$ cat src/rtl/core/wsfc_pkg.sv
// shared types and constants for the windowed sinc coefficient generator
package wsfc_pkg;

  localparam int FRAC_BITS = 16;
  localparam int MAX_TAPS  = 63;
  localparam int COEF_W    = FRAC_BITS + 3;
  localparam int RND_SHIFT = 60 - FRAC_BITS;

  localparam logic [30:0] SIN_C1 = 31'd1686629713;
  localparam logic [30:0] SIN_C3 = 31'd693598668;
  localparam logic [30:0] SIN_C5 = 31'd85569306;
  localparam logic [30:0] SIN_C7 = 31'd5026995;
  localparam logic [30:0] SIN_C9 = 31'd172272;

  localparam logic [28:0] INV_PI_Q30 = 29'd341782638;
  localparam logic [29:0] WIN_A_Q30  = 30'd579820585;
  localparam logic [28:0] WIN_B_Q30  = 29'd493921239;
  localparam logic [30:0] Q30_ONE    = 31'd1073741824;

  typedef enum logic [1:0] {
    REG_HALF_LENGTH = 2'd0,
    REG_LOW_CUTOFF  = 2'd1,
    REG_HIGH_CUTOFF = 2'd2,
    REG_FILTER_MODE = 2'd3
  } cfg_reg_t;

  typedef enum logic [1:0] {
    MODE_LOWPASS  = 2'd0,
    MODE_HIGHPASS = 2'd1,
    MODE_BANDPASS = 2'd2,
    MODE_BANDSTOP = 2'd3
  } mode_t;

  // per-item control that rides alongside the arithmetic
  typedef struct packed {
    logic        tz;
    logic        oor;
    logic        h0;
    mode_t       mode;
    logic [15:0] lo_fc;
    logic [15:0] hi_fc;
  } side_t;

  // unsigned q30 product with round to nearest
  function automatic logic [30:0] mul_q30(logic [30:0] a, logic [30:0] b);
    logic [61:0] p;
    p = (a * b) + (62'd1 << 29);
    return p[60:30];
  endfunction

endpackage

$ cat src/rtl/core/wsfc_div.sv
// two stage divide by a small divisor: reciprocal multiply then one correction
module wsfc_div (
  input  logic        clk,
  input  logic        adv,
  input  logic [30:0] dividend,
  input  logic [5:0]  divisor,
  output logic [31:0] quotient
);
  import wsfc_pkg::*;

  logic [32:0] recip_tab [64];
  logic [63:0] prod_c;
  logic [31:0] q0_r;
  logic [30:0] y_r;
  logic [5:0]  d_r;
  logic [37:0] back_c;
  logic [37:0] rem_c;
  logic [31:0] quot_r;

  assign recip_tab[0] = '0;
  for (genvar gi = 1; gi < 64; gi++) begin : g_recip
    localparam logic [32:0] RecipVal = 33'((64'd1 << 32) / gi);
    assign recip_tab[gi] = RecipVal;
  end

  assign prod_c = 64'(dividend * recip_tab[divisor]);
  assign back_c = 38'(q0_r * d_r);
  assign rem_c  = 38'(y_r) - back_c;

  always_ff @(posedge clk) begin
    if (adv) begin
      q0_r   <= prod_c[63:32];
      y_r    <= dividend;
      d_r    <= divisor;
      quot_r <= (rem_c >= 38'(d_r)) ? q0_r + 32'd1 : q0_r;
    end
  end

  assign quotient = quot_r;

endmodule

$ cat config.mk
export PLATFORM = sky130hd
export DESIGN_NAME = wsfc_div
export DESIGN_NICKNAME = d
export VERILOG_FILES = /design/src/rtl/core/wsfc_pkg.sv /design/src/rtl/core/wsfc_div.sv
export SDC_FILE = /design/constraint.sdc
export NUM_CORES = 2
export LEC_CHECK = 0
export BUFFER_PORTS_ARGS = -buffer_cell sky130_fd_sc_hd__buf_2
export CAP_MARGIN = 20
export CORE_ASPECT_RATIO = 0.9
export CORE_MARGIN = 3
export CORE_UTILIZATION = 50
export DETAILED_ROUTE_END_ITERATION = 7
export HOLD_SLACK_MARGIN = 0.08
export PLACE_DENSITY_LB_ADDON = 0.2
export SLEW_MARGIN = 25
export SYNTH_ARGS = -nofsm -noshare
export SYNTH_HDL_FRONTEND = slang
export SYNTH_SLANG_ARGS = --single-unit
$ cat constraint.sdc
create_clock -name clk -period 14.6 [get_ports clk]
set_clock_uncertainty 0.1 [all_clocks]
set_input_delay 2.19 -clock clk [delete_from_list [all_inputs] [get_ports clk]]
set_output_delay 2.19 -clock clk [all_outputs]
set_load 0.02 [all_outputs]
Word level (Yosys, flattened, before mapping)
Memories as Yosys holds them, arrays and structs flattened.
Cells that the tools add are included.
- memories kept: 1
- bits in read-only memories: 2112
- output and inout port bits: 32
- bits of input ports: 39
- bits in registers: 101
- logic and storage cells: 15
- memories (memory ; depth ; bits a word ; rd ports ; clocked after memory_dff ; wr ports ; RTL line ; text):
    (no name shown) ; 64 ; 33 ; 1 ; 0 ; 0 ; wsfc_div.sv:26 ; assign prod_c = 64'(dividend * recip_tab[divisor]);
- multiply operators: 2
- order comparisons: 2
- bitwise logic cells: 1
- multiplexer cells: 3
- add/subtract/negate cells: 2
- operator list (cell ; count):
    $mux 33 ; 2
    $mul 31x33->64 ; 1
    $ge 38x6->1 ; 1
    $mul 32x6->38 ; 1
    $sub 31x38->38 ; 1
    $add 32x1->32 const B ; 1
    $mux 32 ; 1
    $ge 7x7->1 const B ; 1
    $not 6->7 ; 1

Depth between registers and ports, before layout
- depth after elaboration: 5
- mapped depth: 41
- mapped depth without buffers: 39

Least setup slack after synthesis
Ideal clock, no wire load.
- path type: input port to flip-flop
- start point: input divisor[1]
- end point: register q0_r[25], data pin
- stages: 37
- arrival: 10793 ps
- setup time: 265 ps
- setup slack: 3442 ps
- required time: 14235 ps
- buffers on the path: 2
- cells stage by stage: clkbuf_1 -> inv_1 -> ha_1 -> nand2_1 -> o21ai_0 -> mux4_2 -> nand2_1 -> o31a_1 -> nor2_1 -> clkbuf_1 -> and2_1 -> fa_1 -> fa_1 -> fa_1 -> inv_1 -> fa_1 -> inv_1 -> fa_1 -> inv_1 -> fa_1 -> inv_1 -> fa_1 -> inv_1 -> fa_1 -> inv_1 -> ha_1 -> a21o_1 -> a21o_1 -> a21oi_1 -> o41ai_1 -> a31o_2 -> a21oi_2 -> o21ai_1 -> a31o_2 -> a221oi_1 -> o21ai_0 -> xor2_1
- longest elaborated chain between the ends: 5
- RTL lines (what ; RTL line ; text):
    from (decl) ; wsfc_div.sv:6 ; input logic [5:0] divisor,
    $not 6->7 (not written as such) ; wsfc_div.sv:26 ;
    $mem_v2 64x33 ; n/a ;
    $mux 33 (not written as such) (2 in series) ; wsfc_div.sv:26 ;
    $mul 31x33->64 ; wsfc_div.sv:26 ;
    via prod_c[57] ; wsfc_div.sv:12 ; logic [63:0] prod_c;
    to (signal assigned) ; wsfc_div.sv:32 ; q0_r <= prod_c[63:32];
    to (decl) ; wsfc_div.sv:13 ; logic [31:0] q0_r;
The timed path passes the listed nets, and every way through them passes these cells. The select of a mux whose other input is x is not followed.
A chain may end at the register's enable or synchronous reset.

Final worst setup path
- start point: input divisor[1]
- end point: register q0_r[31], data pin
Same word-level chain as after synthesis.

==> reports/results.ini <==
[route]
drtIter0Drc = 3014
ant_nets = 0
vias = 34600
vias_per_cell = 5.59
drt_wl_total_um = 138000
first_pass_iters = 5
wire_per_inst_um = 22.3
drc = 0

[placed_design]
dpl_cell_area_um2 = 47100
port_buffers = 70
gp_congestion = 0.978
hpwl_um = 105000

[cells_and_area]
drive_gt1_frac = 0.0421
final_common_cell = fa_1
syn2layout_area_growth_pct = 3.89
nNetsFinal = 6382
final_cell_mix = fa_1 (1042), inv_1 (1032), nand2_1 (805), and2_1 (531), ha_1 (336)
postLayoutCellArea_um2 = 47400

[global_route]
grt_max_degree = 70
met1_usage = 0.430
overflow = 0
grt_pass1_vias = 36700
met3_usage = 0.0715
antenna_found_initial = 3
met2_usage = 0.465
grt_pass1_wl_um = 219000
top_usage_layer = met2
grt_usage = 0.300

[job]
drv_cap = 0

[synthesis]
syn_nets = 6528
syn_area_um2 = 45600
ys.flop_type = edfxtp_1
synthDominantAreaCellType = fa_1
synth_top_area_frac = 0.457
ys_top_cells_by_area = fa_1 (46%), ha_1 (9.2%), inv_1 (8.5%)
synth_seq_cells = 101
synth_edf_count = 101
synth_cell_types = 77
synth_warnings = 0
syn_inst = 5111
syn_avg_cell_area_um2 = 8.92
async_flop_share = 0
yosysSeqAreaShare = 0.0665

[timing]
rsz0062_at_grt = no
fin_crit_ns = 12.70
drv_slew = 0
timing.setup.tns_ns = 0
fmax_ghz = 0.0787
max_slew_margin = 0.252
worst_pin_slew_ns = 1.12
setup_viol = 0
final.period_utilization = 0.870
hold_viol = 0

[die]
fp.dieW_um = 324
dieArea_um2 = 94900
rows = 104
initial_core_util = 0.507
die_h_um = 292
io_pins = 71
coreArea_um2 = 89900

[critical_path]
cp_slowest_cell = nor2_2
worst_path_dominant_cell_family = adder cells
critical-path-max-stage-delay_ns = 0.76
cp.depth = 34
endpoint_kind = flip-flop
path_buf_inv = 6
crit_type = in -> reg
path_max_fanout = 19
required_ns = 14.66
cp_data_arrival_time_ns = 12.77
crit_top_cell = fa_1
startpoint_type = primary input
r2r_cells = 21

[clock_tree]
h-tree-depth = 3
cts_sinks = 101
holdBufCountCts = 0
cts_repair_resize_count = 0
tritoncts = built
clock_path_buffers = 2
postCtsSetupBuffers = 0
cts_buffers = 9
root_buffer = clkbuf_16
cts.clk_slew.worst_paths_ns = 0.08
clk_latency_ns = 0.37

[hold_path]
holdPathStages = 1
hold_path_class = reg -> reg

[outcome]
status = finished, final reports clean

[layout make-up]
type	instances	area, um^2
Fill cell	8424	42500
Multi-Input combinational cell	3673	37700
Inverter	1032	3870
Sequential cell	101	3030
Tap cell	1219	1530
Timing Repair Buffer	148	945
Clock buffer	9	225
Clock inverter	7	57.6
Antenna cell	2	5.00
[synth_stat cells, types with 48 or more instances]
cell / instances
ha_1: 336
nor2_1: 115
inv_1: 1032
fa_1: 1042
o21ai_0: 100
clkbuf_1: 276
a21oi_1: 143
edfxtp_1: 101
xor2_1: 48
a21o_1: 59
and2_1: 531
nand2_1: 805
[through the flow]
step                utilization  worst slack [ns]  cells  hold WS [ns]
floorplan                     -              3.44   5111         0.531
global placement          0.523              1.90   6172         0.710
detailed placement        0.524              1.68   6173         0.715
CTS                       0.527              2.07   6189         0.712
global route              0.527              1.61   6189         0.748
finish                    0.527              1.90   6191         0.723
[registers in the layout, indices dropped and copies added, names as in the netlist]
name,cells
d_r,6
q0_r,32
quotient,32
y_r,31
[routing by layer]
layer,up-vias,part of all wire
li1,15200,-
met1,17800,0.43
met2,1488,0.44
met3,169,0.10
met4,0,0.024
met5,-,0
[final timing paths]
path                                    startpoint                     end  slack [ns]
worst max-delay path                    divisor[1]      q0_r[31]$_DFFE_PP_        1.90
worst min-delay path            q0_r[12]$_DFFE_PP_  quotient[12]$_DFFE_PP_        0.72
worst min register to register  q0_r[12]$_DFFE_PP_  quotient[12]$_DFFE_PP_        0.72
worst max register to register    d_r[0]$_DFFE_PP_  quotient[13]$_DFFE_PP_        7.39
[logic make-up (layout without fill, tap and decap cells)]
kind of cell,Yosys count,after routing,share of synthesized area
multiplexers,15,15,0.00365
flip-flops,101,101,0.0665
XOR/XNOR,86,86,0.0165
AND/OR/NAND/NOR,1693,1693,0.182
adder cells (fa/ha/maj),1378,1378,0.550
other,0,2,0
buffers and inverters,1337,1196,0.111
AO/OA/AOI/OAI,501,501,0.0711
Power is not shown: default switching activity piles up to over one toggle a cycle in this logic, so the estimate is an artifact.
